`config.mk`:
```
export PLATFORM = sky130hd
export DESIGN_NAME = clock_frame_to_ticks_core
export DESIGN_NICKNAME = d
export VERILOG_FILES = /design/src/rtl/ctk_pkg.sv /design/src/rtl/ctk_ctrl.sv /design/src/rtl/ctk_datapath.sv /design/src/rtl/clock_frame_to_ticks_core.sv
export SDC_FILE = /design/constraint.sdc
export NUM_CORES = 1
export LEC_CHECK = 0
export ABC_AREA = 0
export BUFFER_PORTS_ARGS = -buffer_cell sky130_fd_sc_hd__buf_2
export CAP_MARGIN = 20
export CORE_MARGIN = 4
export CORE_UTILIZATION = 55
export DETAILED_ROUTE_END_ITERATION = 7
export PLACE_DENSITY_LB_ADDON = 0.05
export SYNTH_ARGS = -nofsm -noshare
export SYNTH_HDL_FRONTEND = slang
export SYNTH_HIERARCHICAL = 1
export SYNTH_SLANG_ARGS = --single-unit
```
`constraint.sdc`:
```
create_clock -name clk -period 5.6 [get_ports clk]
set_input_delay 1.12 -clock clk [delete_from_list [all_inputs] [get_ports clk]]
set_output_delay 1.12 -clock clk [all_outputs]
set_load 0.005 [all_outputs]
```
`src/rtl/ctk_pkg.sv`:
```
// Package: shared types, constants and the day table for the radio clock frame decoder.
`timescale 1ns / 1ps
package ctk_pkg;

	localparam int TickW = 32;
	localparam int ValW  = 7;
	localparam int PosW  = 5;
	localparam int StepW = 3;

	localparam logic [PosW-1:0]  LastPos   = 5'd23;
	localparam logic [StepW-1:0] StepBase  = 3'd0;
	localparam logic [StepW-1:0] StepHour  = 3'd1;
	localparam logic [StepW-1:0] StepMin   = 3'd2;
	localparam logic [StepW-1:0] StepSec   = 3'd3;
	localparam logic [StepW-1:0] StepTenth = 3'd4;
	localparam logic [StepW-1:0] StepLast  = 3'd5;

	localparam logic [6:0] ChCr    = 7'h0D;
	localparam logic [6:0] ChTab   = 7'h09;
	localparam logic [6:0] ChLf    = 7'h0A;
	localparam logic [6:0] ChVt    = 7'h0B;
	localparam logic [6:0] ChFf    = 7'h0C;
	localparam logic [6:0] ChSpace = 7'h20;
	localparam logic [6:0] ChColon = 7'h3A;
	localparam logic [6:0] ChDot   = 7'h2E;
	localparam logic [6:0] ChSlash = 7'h2F;
	localparam logic [6:0] ChQuery = 7'h3F;
	localparam logic [6:0] ChZero  = 7'h30;
	localparam logic [6:0] ChNine  = 7'h39;

	localparam logic [TickW-1:0] TickOffsetReset = 32'h1000_0000;

	typedef struct packed {
		logic             take;      // input item accepted
		logic             calc;      // one step of the tick chain
		logic [StepW-1:0] step;
	} ctk_cmd_t;

	typedef struct packed {
		logic last_pos;              // next frame byte closes the frame
	} ctk_sts_t;

	// days in the year before the first of the given month
	function automatic logic [8:0] days_before(input logic [ValW-1:0] month);
		logic [8:0] d;
		unique case (month)
			7'd2:    d = 9'd31;
			7'd3:    d = 9'd59;
			7'd4:    d = 9'd90;
			7'd5:    d = 9'd120;
			7'd6:    d = 9'd151;
			7'd7:    d = 9'd181;
			7'd8:    d = 9'd212;
			7'd9:    d = 9'd243;
			7'd10:   d = 9'd273;
			7'd11:   d = 9'd304;
			7'd12:   d = 9'd334;
			default: d = 9'd0;
		endcase
		return d;
	endfunction

endpackage

```
`src/rtl/ctk_ctrl.sv`:
```
// Controller: byte intake, tick chain sequencing and output valid.
`timescale 1ns / 1ps
module ctk_ctrl (
	input  logic              clk,
	input  logic              arst_n,
	input  logic              in_valid,
	output logic              in_ready,
	output logic              out_valid,
	input  logic              out_ready,
	input  ctk_pkg::ctk_sts_t sts,
	output ctk_pkg::ctk_cmd_t cmd
);

	localparam logic [0:0] ST_IDLE = 1'b0;
	localparam logic [0:0] ST_CALC = 1'b1;

	logic [0:0]                state_q;
	logic [ctk_pkg::StepW-1:0] step_q;
	logic                      out_valid_q;
	logic                      take;
	logic                      load_out;

	assign in_ready  = (state_q == ST_IDLE) && !(sts.last_pos && out_valid_q);
	assign take      = in_valid && in_ready;
	assign load_out  = (state_q == ST_CALC) && (step_q == ctk_pkg::StepLast);
	assign out_valid = out_valid_q;

	assign cmd.take = take;
	assign cmd.calc = (state_q == ST_CALC);
	assign cmd.step = step_q;

	always_ff @(posedge clk or negedge arst_n) begin
		if (!arst_n) begin
			state_q     <= ST_IDLE;
			step_q      <= ctk_pkg::StepBase;
			out_valid_q <= 1'b0;
		end else begin
			unique case (state_q)
				ST_IDLE: begin
					if (take && sts.last_pos) begin
						state_q <= ST_CALC;
						step_q  <= ctk_pkg::StepBase;
					end
				end
				ST_CALC: begin
					if (load_out) begin
						state_q <= ST_IDLE;
					end else begin
						step_q <= step_q + 3'd1;
					end
				end
				default: state_q <= ST_IDLE;
			endcase
			if (load_out) begin
				out_valid_q <= 1'b1;
			end else if (out_valid_q && out_ready) begin
				out_valid_q <= 1'b0;
			end
		end
	end

	a_calc_blocks_input: assert property (@(posedge clk) disable iff (!arst_n)
		(state_q == ST_CALC) |-> !in_ready)
		else $error("input taken during tick chain");

	a_step_range: assert property (@(posedge clk) disable iff (!arst_n)
		(state_q == ST_CALC) |-> (step_q <= ctk_pkg::StepLast))
		else $error("tick chain step out of range");

	a_no_overwrite: assert property (@(posedge clk) disable iff (!arst_n)
		load_out |-> !out_valid_q)
		else $error("result loaded over a pending item");

	a_last_starts_calc: assert property (@(posedge clk) disable iff (!arst_n)
		(take && sts.last_pos) |=> (state_q == ST_CALC && step_q == ctk_pkg::StepBase))
		else $error("frame end did not start tick chain");

endmodule

```
`src/rtl/ctk_datapath.sv`:
```
// Datapath: frame parser registers, tick chain multiplier and result register.
`timescale 1ns / 1ps
module ctk_datapath (
	input  logic                      clk,
	input  logic                      arst_n,
	input  logic [7:0]                link_byte,
	input  logic                      cfg_valid,
	input  logic [ctk_pkg::TickW-1:0] cfg_data,
	input  ctk_pkg::ctk_cmd_t         cmd,
	output ctk_pkg::ctk_sts_t         sts,
	output logic                      format_error,
	output logic [ctk_pkg::TickW-1:0] time_ticks
);

	logic                       hunting_q;
	logic [ctk_pkg::PosW-1:0]   pos_q;
	logic [ctk_pkg::ValW-1:0]   hour_q, minute_q, second_q, month_q, day_q, year_q;
	logic [3:0]                 tenth_q;
	logic                       bad_layout_q;
	logic [ctk_pkg::TickW-1:0]  offset_q;
	logic [ctk_pkg::TickW-1:0]  acc_q;
	logic                       range_bad_q;
	logic                       res_err_q;
	logic [ctk_pkg::TickW-1:0]  res_ticks_q;

	logic [6:0]                 b;
	logic                       is_digit;
	logic [3:0]                 digit;
	logic                       is_space;
	logic                       range_bad;
	logic                       leap;
	logic [ctk_pkg::TickW-1:0]  base;
	logic [ctk_pkg::TickW-1:0]  k32;
	logic [ctk_pkg::TickW-1:0]  addend;
	logic [ctk_pkg::TickW-1:0]  prod;
	logic [ctk_pkg::TickW-1:0]  next_acc;

	assign b        = link_byte[6:0];
	assign is_digit = (b >= ctk_pkg::ChZero) && (b <= ctk_pkg::ChNine);
	assign digit    = is_digit ? 4'(b - ctk_pkg::ChZero) : 4'd0;
	assign is_space = (b == ctk_pkg::ChSpace) || (b == ctk_pkg::ChTab) ||
		(b == ctk_pkg::ChLf) || (b == ctk_pkg::ChVt) ||
		(b == ctk_pkg::ChFf) || (b == ctk_pkg::ChCr);

	assign sts.last_pos = !hunting_q && (pos_q == ctk_pkg::LastPos);

	function automatic logic [6:0] acc_digit(input logic [6:0] prev, input logic [3:0] d);
		logic [10:0] v;
		v = 11'(prev) * 11'd10 + 11'(d);
		return v[6:0];
	endfunction

	always_ff @(posedge clk or negedge arst_n) begin
		if (!arst_n) begin
			hunting_q <= 1'b1;
			pos_q     <= '0;
		end else if (cmd.take) begin
			if (hunting_q) begin
				if (b == ctk_pkg::ChCr) begin
					hunting_q <= 1'b0;
					pos_q     <= '0;
				end
			end else if (pos_q == ctk_pkg::LastPos) begin
				hunting_q <= 1'b1;
				pos_q     <= '0;
			end else begin
				pos_q <= pos_q + 5'd1;
			end
		end
	end

	always_ff @(posedge clk) begin
		if (cmd.take) begin
			if (hunting_q) begin
				if (b == ctk_pkg::ChCr) begin
					hour_q       <= '0;
					minute_q     <= '0;
					second_q     <= '0;
					tenth_q      <= '0;
					month_q      <= '0;
					day_q        <= '0;
					year_q       <= '0;
					bad_layout_q <= 1'b0;
				end
			end else begin
				unique case (pos_q)
					5'd0, 5'd1: begin
						hour_q <= acc_digit(hour_q, digit);
						if (!is_digit) bad_layout_q <= 1'b1;
					end
					5'd3, 5'd4: begin
						minute_q <= acc_digit(minute_q, digit);
						if (!is_digit) bad_layout_q <= 1'b1;
					end
					5'd6, 5'd7: begin
						second_q <= acc_digit(second_q, digit);
						if (!is_digit) bad_layout_q <= 1'b1;
					end
					5'd9: begin
						if (b == ctk_pkg::ChQuery) begin
							tenth_q <= 4'd0;
						end else begin
							tenth_q <= digit;
							if (!is_digit) bad_layout_q <= 1'b1;
						end
					end
					5'd14, 5'd15: begin
						month_q <= acc_digit(month_q, digit);
						if (!is_digit) bad_layout_q <= 1'b1;
					end
					5'd17, 5'd18: begin
						day_q <= acc_digit(day_q, digit);
						if (!is_digit) bad_layout_q <= 1'b1;
					end
					5'd20, 5'd21: begin
						year_q <= acc_digit(year_q, digit);
						if (!is_digit) bad_layout_q <= 1'b1;
					end
					5'd2, 5'd5: begin
						if (b != ctk_pkg::ChColon) bad_layout_q <= 1'b1;
					end
					5'd8: begin
						if (b != ctk_pkg::ChDot) bad_layout_q <= 1'b1;
					end
					5'd16, 5'd19: begin
						if (b != ctk_pkg::ChSlash) bad_layout_q <= 1'b1;
					end
					5'd10, 5'd11, 5'd12, 5'd13: begin
						if (!is_space) bad_layout_q <= 1'b1;
					end
					default: ;
				endcase
			end
		end
	end

	always_ff @(posedge clk or negedge arst_n) begin
		if (!arst_n) begin
			offset_q <= ctk_pkg::TickOffsetReset;
		end else if (cfg_valid) begin
			offset_q <= cfg_data;
		end
	end

	assign range_bad = bad_layout_q || (month_q < 7'd1) || (month_q > 7'd12) ||
		(day_q > 7'd31) || (minute_q > 7'd59) || (second_q > 7'd59) ||
		(tenth_q > 4'd9) || (hour_q > 7'd23);
	assign leap = (year_q[1:0] == 2'd0) && (month_q >= 7'd3);
	assign base = 32'(leap) + 32'(ctk_pkg::days_before(month_q)) + 32'(day_q) - 32'd1;

	always_comb begin
		unique case (cmd.step)
			ctk_pkg::StepHour: begin
				k32    = 32'd24;
				addend = 32'(hour_q);
			end
			ctk_pkg::StepMin: begin
				k32    = 32'd60;
				addend = 32'(minute_q);
			end
			ctk_pkg::StepSec: begin
				k32    = 32'd60;
				addend = 32'(second_q);
			end
			ctk_pkg::StepTenth: begin
				k32    = 32'd10;
				addend = 32'(tenth_q);
			end
			ctk_pkg::StepLast: begin
				k32    = 32'd10;
				addend = offset_q;
			end
			default: begin
				k32    = 32'd0;
				addend = base;
			end
		endcase
	end

	assign prod     = acc_q * k32;
	assign next_acc = prod + addend;

	always_ff @(posedge clk) begin
		if (cmd.calc) begin
			acc_q <= next_acc;
			if (cmd.step == ctk_pkg::StepBase) begin
				range_bad_q <= range_bad;
			end
			if (cmd.step == ctk_pkg::StepLast) begin
				res_err_q   <= range_bad_q;
				res_ticks_q <= range_bad_q ? '0 : next_acc;
			end
		end
	end

	assign format_error = res_err_q;
	assign time_ticks   = res_ticks_q;

endmodule

```
`src/rtl/clock_frame_to_ticks_core.sv`:
```
// Top level: radio clock frame decoder giving hundredths of a second since year start plus tick_offset.
//
//   channel  direction  handshake                 payload
//   in       input      in_valid / in_ready       link_byte[7:0]
//   out      output     out_valid / out_ready     format_error, time_ticks[31:0]
//   cfg      input      cfg_valid / cfg_ready     cfg_data[31:0] (tick_offset)
//
// The 24th frame byte starts the tick chain (one constant multiply and add per cycle),
// during which in_ready is low. The result sits in an output register; bytes keep
// flowing while it waits, except the closing byte of the next frame, which stalls until
// the pending item is taken.
// Reset puts the decoder hunting for a carriage return with tick_offset at 0x10000000.
// cfg_ready is always high.
`timescale 1ns / 1ps
module clock_frame_to_ticks_core (
	input  logic        clk,
	input  logic        arst_n,
	input  logic        in_valid,
	output logic        in_ready,
	input  logic [7:0]  link_byte,
	output logic        out_valid,
	input  logic        out_ready,
	output logic        format_error,
	output logic [31:0] time_ticks,
	input  logic        cfg_valid,
	output logic        cfg_ready,
	input  logic [31:0] cfg_data
);

	ctk_pkg::ctk_cmd_t cmd;
	ctk_pkg::ctk_sts_t sts;

	assign cfg_ready = 1'b1;

	ctk_ctrl u_ctrl (
		.clk       (clk),
		.arst_n    (arst_n),
		.in_valid  (in_valid),
		.in_ready  (in_ready),
		.out_valid (out_valid),
		.out_ready (out_ready),
		.sts       (sts),
		.cmd       (cmd)
	);

	ctk_datapath u_datapath (
		.clk          (clk),
		.arst_n       (arst_n),
		.link_byte    (link_byte),
		.cfg_valid    (cfg_valid),
		.cfg_data     (cfg_data),
		.cmd          (cmd),
		.sts          (sts),
		.format_error (format_error),
		.time_ticks   (time_ticks)
	);

endmodule
```
==> run_results.csv, run 1 <==
group,metric,value,unit
die,design.die.area,28800,um^2
routing,pre_repair_dr_iteration_count,5,
routing,count_of_antenna_violating_nets_left_after_detailed_routing,0,
logic_synthesis,synth-async-reset-ratio,27.04,%
die,floorplan.rows,58,
place,placedCellCount,1887,
logic_synthesis,synth_compound_area_share,10.46,%
logic_synthesis,ys_seq_elements,159,
logic_synthesis,synth_adder_area_share,28.08,%
layout,nets,1906,
place,place.gp.congestion,0.8905,
place,port_buffers,78,
logic_synthesis,synthTopCellsByArea,"sky130_fd_sc_hd__edfxtp_1, sky130_fd_sc_hd__fa_1, sky130_fd_sc_hd__ha_1",
place,place.detailed.hpwl,25930,um
hold_path,min_delay_path_depth,1,
routing,drt-vias-per-instance,5.520,
routing,vias,10780,
sta,unrepaired_setup_endpoints_after_global_routing,"true",
logic_synthesis,netlist.top_cell.by_area,"sky130_fd_sc_hd__edfxtp_1",
sta,clock.fmax,179.8,MHz
logic_synthesis,synth_top_cells_by_count,"sky130_fd_sc_hd__inv_1, sky130_fd_sc_hd__ha_1, sky130_fd_sc_hd__fa_1",
logic_synthesis,synth_top_cell_area_share,22.34,%
global_route,globalRouteTotalUtil,25.13,%
cts,htree_levels,4,
critical_path,cp_max_fo,6,
critical_path,crit_path_end_kind,"flip-flop",
cts,cts_tree,"done",
place,pre_cts_ws,-223.6,ps
global_route,largest_net_degree_at_the_start_of_global_routing,54,
logic_synthesis,number_of_flops_mapped_to_enable_cells_by_yosys,107,
hold_path,worstHoldPathType,"flip-flop to flip-flop",
die,die_w,169.7,um
global_route,grt_pass1_wl,57240,um
run,max_cap_viol_count,0,
critical_path,r2r_cells,22,
cts,tritoncts_num_sinks,159,
logic_synthesis,yosys-mux-area-fraction,4.384,%
layout,final_layout_size_suffix_gt1_share,25.03,%
logic_synthesis,synth_area,14380,um^2
critical_path,regToRegStartpoint,"u_ctrl/step_q[2]",
logic_synthesis,post_synth_inst_count,1431,
critical_path,setup.worst_path.class,"flip-flop to flip-flop",
routing,drtIter0Drc,710,
sta,setup-tns-final,0,ps
global_route,initial_antenna_violation_count,0,
logic_synthesis,ys.warnings.count,6,
sta,final.min_clock_period,5563,ps
logic_synthesis,postSynth.topFlopCell,"sky130_fd_sc_hd__edfxtp_1",
critical_path,timing.reg2reg.setup_slack,40,ps
logic_synthesis,synth.lib_cells_used.distinct,78,
sta,post_layout_worst_setup_margin,36.88,ps
layout,diodes,0,
critical_path,cp.arrival,5750,ps
critical_path,regToRegEndpoint,"u_datapath/time_ticks[26]",
routing,postRouteWirelength,35860,um
logic_synthesis,synth_top_family_by_area,"adder cells",
sta,slew_headroom,32.69,%
layout,layoutNonFillerInstCount,1952,
run_status,result_of_the_run,"finished clean",
layout,area_growth,20.88,%
die,floorplan.initialDensity,56.47,%
die,die_height,169.7,um
die,top_level_ports,81,
critical_path,timing.critical_path.required,5790,ps
cts,cts_buffer_count,17,
cts,worstSkewPairLatency,440,ps
die,core-area,25470,um^2
global_route,grt.overflow.total,0,
logic_synthesis,synth_area_in_xor_xnor,4.297,%
sta,final_count_of_negative_setup_slack_endpoints,0,
logic_synthesis,synth_area_per_cell,10.05,um^2
sta,post-route-period-util,99.34,%
logic_synthesis,post_synthesis_share_of_cell_area_spent_on_and_or_nand_and_nor_gates,14.33,%
sta,hold_violation_total_from_the_final_report,0,
hold_path,timing.hold.worst_endpoint,"u_datapath/offset_q[31]",
routing,post-route-drc-count,0,
sta,worst_pin_slew,1010,ps
routing,wire_length_per_cell,18.37,um
sta,fin_worst_skew,12.67,ps
sta,final_slew_viol_count,0,
logic_synthesis,mappedNetlistNets,1728,
sta,hold-worst-slack,507.2,ps
cts,clk_pin_slew,70,ps
critical_path,setup.worst_path.start_class,"flip-flop",
cts,cts_max_path_buffers,2,
global_route,number_of_global_route_vias_before_repair,11060,
hold_path,origin_of_the_worst_min_delay_path,"u_datapath/offset_q[31]",
cts,root_buffer,"sky130_fd_sc_hd__clkbuf_16",
logic_synthesis,synthMostInstantiatedCell,"sky130_fd_sc_hd__inv_1",
logic_synthesis,synth_seq_area_share,31.09,%
[worst max path at each step]
stage / startpoint / end / slack, ps / depth (start not counted)
after floorplan: u_ctrl/step_q[1] / u_datapath/time_ticks[20] / 3 / 22
after global placement: u_ctrl/step_q[2] / u_datapath/time_ticks[24] / -170 / 21
after detailed placement: u_ctrl/step_q[2] / u_datapath/time_ticks[24] / -220 / 21
after CTS: u_ctrl/step_q[2] / u_datapath/time_ticks[28] / 7 / 22
after global routing: u_ctrl/step_q[2] / u_datapath/time_ticks[26] / -120 / 23
final: u_ctrl/step_q[2] / u_datapath/time_ticks[26] / 40 / 22
[cell type report]
type                    count  area, um^2
clock buffers              18       450.4
fillers                  1992        8085
inverters                 224       848.3
flip-flops and latches    159        4476
repair buffers            209        1514
well taps                 330       412.9
multi-input cells         998        9504
clock inverters            14       181.4
[state kept, by name, indices dropped and copies added, names as in the netlist, 2 cells and up, named ones only]
| signal | flops |
|---|---|
| u_datapath/hour_q | 7 |
| u_datapath/year_q | 2 |
| u_datapath/time_ticks | 32 |
| u_datapath/minute_q | 7 |
| u_datapath/acc_q | 31 |
| u_datapath/tenth_q | 4 |
| u_datapath/day_q | 7 |
| u_ctrl/step_q | 3 |
| u_datapath/pos_q | 5 |
| u_datapath/second_q | 7 |
| u_datapath/month_q | 7 |
| u_datapath/offset_q | 32 |
[cell families after synthesis]
logic type,after synthesis
AO/OA/AOI/OAI,225
adder cells (fa/ha/maj),252
AND/OR/NAND/NOR,394
multiplexers,57
other,1
buffers and inverters,274
flip-flops,159
XOR/XNOR,69
[repair_timing]
action,4_1_cts,5_1_grt
gates resized for setup,37,94
setup buffers,13,17
setup endpoints to repair,30,32
pin swaps,21,83
hold endpoints to repair,0,0
gates cloned,0,3
hold buffers,0,0
[critical path, stage by stage, from the launching register on]
cell                       delay, ps
sky130_fd_sc_hd__dfrtp_2         450
sky130_fd_sc_hd__ha_4            300
sky130_fd_sc_hd__inv_4            40
sky130_fd_sc_hd__a21o_4          230
sky130_fd_sc_hd__buf_12          150
sky130_fd_sc_hd__and2_1          180
sky130_fd_sc_hd__fa_1            510
sky130_fd_sc_hd__inv_1            50
sky130_fd_sc_hd__fa_1            540
sky130_fd_sc_hd__inv_1            60
sky130_fd_sc_hd__fa_1            520
sky130_fd_sc_hd__fa_1            460
sky130_fd_sc_hd__ha_4            290
sky130_fd_sc_hd__buf_4           130
sky130_fd_sc_hd__o21a_1          110
sky130_fd_sc_hd__o21ai_0          80
sky130_fd_sc_hd__a32oi_1         170
sky130_fd_sc_hd__buf_4           170
sky130_fd_sc_hd__nand3_4         130
sky130_fd_sc_hd__buf_6           160
sky130_fd_sc_hd__a311oi_4        330
sky130_fd_sc_hd__o21ai_2         110
sky130_fd_sc_hd__o311a_1         140
[routing by layer]
| metal | GRT usage [%] | vias to the layer above | share of wire, % |
|---|---|---|---|
| met5 | 0 | - | 0 |
| met4 | 6.370 | 0 | 1.7 |
| met3 | 3.774 | 46 | 5.1 |
| met2 | 41.19 | 300 | 48 |
| met1 | 35.36 | 5287 | 45 |
| li1 | - | 5143 | - |
[stage by stage]
step / area [um^2] / util [%]
after detailed placement: 15860 / 62.26
after CTS: 16770 / 65.85
after global placement: 15860 / 62.26
after global routing: 17390 / 68.26
after floorplan: 14520 / -
final: 17390 / 68.26
[layout by cell type (no fill, tap or decap), types with 38 or more instances in the layout]
cell type,instances
sky130_fd_sc_hd__edfxtp_1,107
sky130_fd_sc_hd__xnor2_1,52
sky130_fd_sc_hd__buf_4,114
sky130_fd_sc_hd__ha_1,114
sky130_fd_sc_hd__nor2_1,77
sky130_fd_sc_hd__dfrtp_1,38
sky130_fd_sc_hd__fa_1,116
sky130_fd_sc_hd__inv_1,200
sky130_fd_sc_hd__a21oi_1,53
sky130_fd_sc_hd__buf_2,78
sky130_fd_sc_hd__nand2_1,88
sky130_fd_sc_hd__and2_1,98
Power of run 1 is not shown: default switching activity piles up to over one toggle a cycle in this logic, so the estimate is an artifact.
==> run 2: changes to the inputs <==
--- a/config.mk
+++ b/config.mk
@@ -6,10 +6,12 @@
 export NUM_CORES = 1
 export LEC_CHECK = 0
 export ABC_AREA = 0
-export BUFFER_PORTS_ARGS = -buffer_cell sky130_fd_sc_hd__buf_2
+export BUFFER_PORTS_ARGS = -buffer_cell sky130_fd_sc_hd__buf_4
 export CAP_MARGIN = 20
+export CELL_PAD_IN_SITES_DETAIL_PLACEMENT = 0
+export CELL_PAD_IN_SITES_GLOBAL_PLACEMENT = 1
 export CORE_MARGIN = 4
-export CORE_UTILIZATION = 55
+export CORE_UTILIZATION = 45
 export DETAILED_ROUTE_END_ITERATION = 7
 export PLACE_DENSITY_LB_ADDON = 0.05
 export SYNTH_ARGS = -nofsm -noshare
==> run_results.csv, run 2 (synthesis results as in run 1) <==
group,metric,value,unit
run_status,result_of_the_run,"finished clean",
global_route,number_of_global_route_vias_before_repair,10850,
critical_path,worst_path_max_delay_cell,"sky130_fd_sc_hd__fa_1",
cts,cts_buffer_count,17,
global_route,grt.overflow.total,0,
sta,fin_worst_skew,8.414,ps
cts,cts_tree,"done",
layout,post-route-util,56.44,%
sta,final.min_clock_period,5523,ps
place,placedCellCount,1968,
sta,slew_headroom,37.93,%
routing,pre_repair_dr_iteration_count,5,
critical_path,crit_chain,"buf_6 -> nor3b_4 -> buf_4 -> buf_4 -> a21o_4 -> and2_4 -> fa_1 -> inv_1 -> fa_1 -> inv_2 -> fa_1 -> inv_1 -> fa_1 -> inv_1 -> ha_1 -> o21a_1 -> o21ai_2 -> a32oi_1 -> buf_4 -> nand3_4 -> buf_6 -> a311oi_4 -> o21ai_2 -> o31a_1",
critical_path,timing.reg2reg.setup_slack,80,ps
die,die_w,186.8,um
layout,mostFrequentLayoutCells,"sky130_fd_sc_hd__inv_1, sky130_fd_sc_hd__buf_4, sky130_fd_sc_hd__ha_1, sky130_fd_sc_hd__fa_1, sky130_fd_sc_hd__edfxtp_1",
routing,vias,10520,
critical_path,worst_path_buffer_plus_inverter_count,9,
sta,final_count_of_negative_setup_slack_endpoints,0,
place,place.detailed.hpwl,28070,um
sta,post-route-period-util,98.63,%
global_route,largest_net_degree_at_the_start_of_global_routing,54,
critical_path,setup.worst_path.start_class,"flip-flop",
critical_path,worst-path-stages,24,
layout,nets,1912,
hold_path,worstHoldPathType,"flip-flop to flip-flop",
cts,root_buffer,"sky130_fd_sc_hd__clkbuf_16",
die,core-area,31560,um^2
die,floorplan.rows,65,
sta,clock.fmax,181.0,MHz
layout,diodes,0,
routing,post-route-drc-count,0,
critical_path,setup.worst_path.class,"flip-flop to flip-flop",
global_route,initial_antenna_violation_count,0,
die,design.die.area,34890,um^2
critical_path,r2r_cells,24,
place,place.gp.congestion,0.8602,
routing,drt-vias-per-instance,5.181,
routing,postRouteWirelength,36690,um
critical_path,cp.arrival,5720,ps
cts,tritoncts_num_sinks,159,
routing,drtIter0Drc,506,
cts,cts_max_path_buffers,2,
critical_path,critPathMaxStageDelay,540,ps
cts,clk_pin_slew,70,ps
place,placed_area,16170,um^2
layout,finish.instance_area,17810,um^2
critical_path,cp_delay_by_family_top,"adder cells",
critical_path,crit_path_end_kind,"flip-flop",
sta,unrepaired_setup_endpoints_after_global_routing,"true",
layout,final_common_cell,"sky130_fd_sc_hd__inv_1",
die,floorplan.initialDensity,45.58,%
hold_path,min_delay_path_depth,1,
routing,wire_length_per_cell,18.07,um
run,max_cap_viol_count,0,
sta,worst_pin_slew,931.1,ps
critical_path,crit_path_frequent_cell,"sky130_fd_sc_hd__fa_1",
global_route,grt_pass1_wl,59350,um
die,top_level_ports,81,
cts,worstSkewPairLatency,450,ps
sta,final_slew_viol_count,0,
layout,final_layout_size_suffix_gt1_share,26.35,%
die,die_height,186.8,um
critical_path,timing.critical_path.required,5800,ps
sta,hold_violation_total_from_the_final_report,0,
routing,count_of_antenna_violating_nets_left_after_detailed_routing,0,
place,port_buffers,78,
cts,htree_levels,4,
layout,area_growth,23.82,%
critical_path,cp_max_fo,4,
global_route,globalRouteTotalUtil,21.47,%
layout,layoutNonFillerInstCount,2030,
[run 2: cell count changes in the layout (fill, tap and decap cells not counted), moves of 5 or more]
cell,before,now
sky130_fd_sc_hd__and2_1,98,93
sky130_fd_sc_hd__and2_4,4,9
sky130_fd_sc_hd__buf_2,78,0
sky130_fd_sc_hd__buf_4,114,186
sky130_fd_sc_hd__buf_6,10,21
[run 2: final timing paths]
| path | endpoint | startpoint |
|---|---|---|
| max | u_datapath/acc_q[26] | u_ctrl/step_q[2] |
| min | u_datapath/offset_q[16] | u_datapath/offset_q[16] |
| max reg2reg | u_datapath/acc_q[26] | u_ctrl/step_q[2] |
| min reg2reg | u_datapath/offset_q[16] | u_datapath/offset_q[16] |
| max in group asynchronous | u_ctrl/step_q[2] | arst_n |
| min in group asynchronous | u_datapath/pos_q[1] | arst_n |
[run 2: layout make-up]
class / instances / area (um^2)
repair buffers: 214 / 1768
inverters: 224 / 845.8
flip-flops and latches: 159 / 4476
clock inverters: 14 / 178.9
well taps: 402 / 503.0
multi-input cells: 999 / 9599
clock buffers: 18 / 439.2
fillers: 2816 / 13750
[run 2: routing by layer]
| metal | wire length (um) | vias to the layer above | GRT usage, % |
|---|---|---|---|
| met5 | 0 | - | 0 |
| li1 | - | 5145 | - |
| met2 | 17090 | 155 | 33.66 |
| met1 | 17910 | 5187 | 31.37 |
| met4 | 493 | 0 | 4.807 |
| met3 | 1195 | 30 | 3.872 |
[run 2: metrics by stage]
step	setup WS [ps]	hold slack [ps]	setup TNS, ps
2_1_floorplan	3.316	472.1	0
3_3_place_gp	-315.0	493.9	-6504
3_5_place_dp	-340.0	498.3	-6970
4_1_cts	-6.310	518.2	-9.448
5_1_grt	-120.7	532.1	-719.1
6_report	76.58	511.7	0
[run 2: worst register-to-register path, cell delays in order (launching register included)]
cell                       delay [ps]
sky130_fd_sc_hd__dfrtp_2          420
sky130_fd_sc_hd__buf_6            120
sky130_fd_sc_hd__nor3b_4           40
sky130_fd_sc_hd__buf_4            130
sky130_fd_sc_hd__buf_4            130
sky130_fd_sc_hd__a21o_4           230
sky130_fd_sc_hd__and2_4           170
sky130_fd_sc_hd__fa_1             500
sky130_fd_sc_hd__inv_1             50
sky130_fd_sc_hd__fa_1             500
sky130_fd_sc_hd__inv_2             50
sky130_fd_sc_hd__fa_1             520
sky130_fd_sc_hd__inv_1             70
sky130_fd_sc_hd__fa_1             540
sky130_fd_sc_hd__inv_1             50
sky130_fd_sc_hd__ha_1             290
sky130_fd_sc_hd__o21a_1           140
sky130_fd_sc_hd__o21ai_2           70
sky130_fd_sc_hd__a32oi_1          210
sky130_fd_sc_hd__buf_4            180
sky130_fd_sc_hd__nand3_4          140
sky130_fd_sc_hd__buf_6            160
sky130_fd_sc_hd__a311oi_4         340
sky130_fd_sc_hd__o21ai_2          110
sky130_fd_sc_hd__o31a_1           120
[run 2: what timing repair did]
action,CTS,global route
pin swaps,11,104
cloned,0,3
endpoints found under the setup margin,32,31
setup buffers,11,17
gates resized for setup,23,147
hold buffers,0,0
Power of run 2 is left out for the same reason.
==> run 3: changes to the inputs <==
--- a/config.mk
+++ b/config.mk
@@ -10,6 +10,7 @@
 export CAP_MARGIN = 20
 export CELL_PAD_IN_SITES_DETAIL_PLACEMENT = 0
 export CELL_PAD_IN_SITES_GLOBAL_PLACEMENT = 1
+export CORE_ASPECT_RATIO = 0.7
 export CORE_MARGIN = 4
 export CORE_UTILIZATION = 45
 export DETAILED_ROUTE_END_ITERATION = 7
==> run_results.csv, run 3 (synthesis results as in run 1) <==
group,metric,value,unit
run_status,result_of_the_run,"finished, violations left",
run_status,failed_checks,"setup timing",
die,die_w,221.7,um
sta,final.min_clock_period,5610,ps
critical_path,regToRegEndpoint,"u_datapath/time_ticks[21]",
critical_path,crit_path_end_kind,"flip-flop",
place,place.detailed.hpwl,30510,um
sta,unrepaired_setup_endpoints_after_global_routing,"true",
die,floorplan.initialDensity,45.88,%
global_route,number_of_global_route_vias_before_repair,10640,
layout,nets,1917,
layout,final_layout_size_suffix_gt1_share,24.80,%
hold_path,min_delay_path_depth,1,
global_route,largest_net_degree_at_the_start_of_global_routing,47,
cts,cts_buffer_count,17,
place,port_buffers,78,
routing,postRouteWirelength,38880,um
cts,number_of_hold_buffers_added_after_cts,0,
critical_path,setup.worst_path.class,"flip-flop to flip-flop",
critical_path,timing.reg2reg.setup_slack,-10,ps
cts,tritoncts_num_sinks,159,
routing,drt-vias-per-instance,5.156,
cts,clk_pin_slew,60,ps
cts,root_buffer,"sky130_fd_sc_hd__clkbuf_16",
routing,count_of_antenna_violating_nets_left_after_detailed_routing,0,
routing,wire_length_per_cell,18.93,um
global_route,grt.overflow.total,0,
global_route,grt_pass1_wl,61090,um
sta,final_slew_viol_count,0,
critical_path,cp.arrival,5810,ps
place,place.gp.congestion,0.8680,
die,floorplan.rows,54,
sta,post_layout_worst_setup_margin,-9.852,ps
routing,post-route-drc-count,0,
sta,hold_violation_total_from_the_final_report,0,
layout,finish.instance_area,17620,um^2
cts,worstSkewPairLatency,450,ps
sta,clock.fmax,178.3,MHz
sta,final_count_of_negative_setup_slack_endpoints,1,
routing,vias,10590,
layout,final_common_cell,"sky130_fd_sc_hd__buf_4",
die,design.die.area,34930,um^2
layout,area_growth,22.49,%
cts,htree_levels,4,
sta,post-route-period-util,100.2,%
die,die_height,157.6,um
cts,cts_tree,"done",
sta,worst_pin_slew,1015,ps
sta,slew_headroom,32.32,%
hold_path,timing.hold.worst_endpoint,"u_datapath/offset_q[31]",
critical_path,r2r_cells,20,
hold_path,worstHoldPathType,"flip-flop to flip-flop",
die,top_level_ports,81,
layout,post-route-util,56.20,%
global_route,globalRouteTotalUtil,22.77,%
global_route,initial_antenna_violation_count,0,
layout,mostFrequentLayoutCells,"sky130_fd_sc_hd__buf_4, sky130_fd_sc_hd__inv_1, sky130_fd_sc_hd__ha_1",
sta,hold-worst-slack,504.7,ps
critical_path,cp_max_fo,7,
die,core-area,31350,um^2
routing,drtIter0Drc,729,
routing,pre_repair_dr_iteration_count,5,
run,max_cap_viol_count,0,
critical_path,setup.worst_path.start_class,"flip-flop",
place,placed_area,16390,um^2
critical_path,regToRegStartpoint,"u_ctrl/step_q[2]",
critical_path,timing.critical_path.required,5800,ps
cts,cts_max_path_buffers,2,
sta,fin_worst_skew,12.17,ps
hold_path,origin_of_the_worst_min_delay_path,"u_datapath/offset_q[31]",
[run 3: worst max-delay path by stage]
stage / cells past startpoint / end / slack [ps] / startpoint
floorplan: 22 / u_datapath/time_ticks[20] / 3 / u_ctrl/step_q[1]
global placement: 22 / u_datapath/time_ticks[20] / -460 / u_ctrl/step_q[2]
detailed placement: 22 / u_datapath/time_ticks[20] / -420 / u_ctrl/step_q[2]
CTS: 22 / u_datapath/time_ticks[21] / -7 / u_ctrl/step_q[2]
global route: 21 / u_datapath/time_ticks[31] / -210 / u_ctrl/step_q[2]
finish: 20 / u_datapath/time_ticks[21] / -10 / u_ctrl/step_q[2]
[run 3: routing by layer]
layer  vias to the layer above  wire [um]  track usage (%)
met1                      5202      21380            38.23
met4                         0        226            3.571
li1                       5147          -                -
met5                         -          0                0
met3                        14       2495            5.561
met2                       228      14780            29.39
[run 3: through the flow]
step	TNS (ps)	cells	worst slack, ps
global route	-2839	2053	-213.3
global placement	-8864	2009	-456.8
detailed placement	-8676	2009	-423.0
finish	-9.852	2054	-9.852
CTS	-11.25	2046	-6.542
floorplan	0	1431	3.316
[run 3: timing repair]
action | 4_1_cts | 5_1_grt
resized for setup | 34 | 82
buffers inserted | 5 | 6
endpoints found under the setup margin | 34 | 34
pin swaps | 18 | 56
endpoints found under the hold margin | 0 | 0
gates cloned | 0 | 1
[run 3: worst max-delay path: stages, from the launching register on]
cell and delay (ps):
sky130_fd_sc_hd__dfrtp_2 440, sky130_fd_sc_hd__ha_4 280, sky130_fd_sc_hd__inv_2 40, sky130_fd_sc_hd__a21o_4 270, sky130_fd_sc_hd__buf_12 150, sky130_fd_sc_hd__and2_1 150
sky130_fd_sc_hd__fa_1 470, sky130_fd_sc_hd__inv_1 60, sky130_fd_sc_hd__fa_1 560, sky130_fd_sc_hd__inv_1 60, sky130_fd_sc_hd__fa_1 500, sky130_fd_sc_hd__fa_1 610
sky130_fd_sc_hd__ha_4 230, sky130_fd_sc_hd__a21o_1 190, sky130_fd_sc_hd__a221oi_4 330, sky130_fd_sc_hd__a2bb2oi_2 190, sky130_fd_sc_hd__buf_6 170, sky130_fd_sc_hd__a211oi_4 80
sky130_fd_sc_hd__nor2b_1 130, sky130_fd_sc_hd__o31a_1 280, sky130_fd_sc_hd__and2_1 170
[run 3: layout make-up]
| class | count | area (um^2) |
|---|---|---|
| inverter | 224 | 843.3 |
| tap | 420 | 525.5 |
| clock buffer | 24 | 504.2 |
| sequential | 159 | 4476 |
| fill | 2834 | 13730 |
| timing repair buffer | 220 | 1744 |
| multi-input combinational | 998 | 9447 |
| antenna | 1 | 2.502 |
| clock inverter | 8 | 76.32 |
Power of run 3 is left out for the same reason.
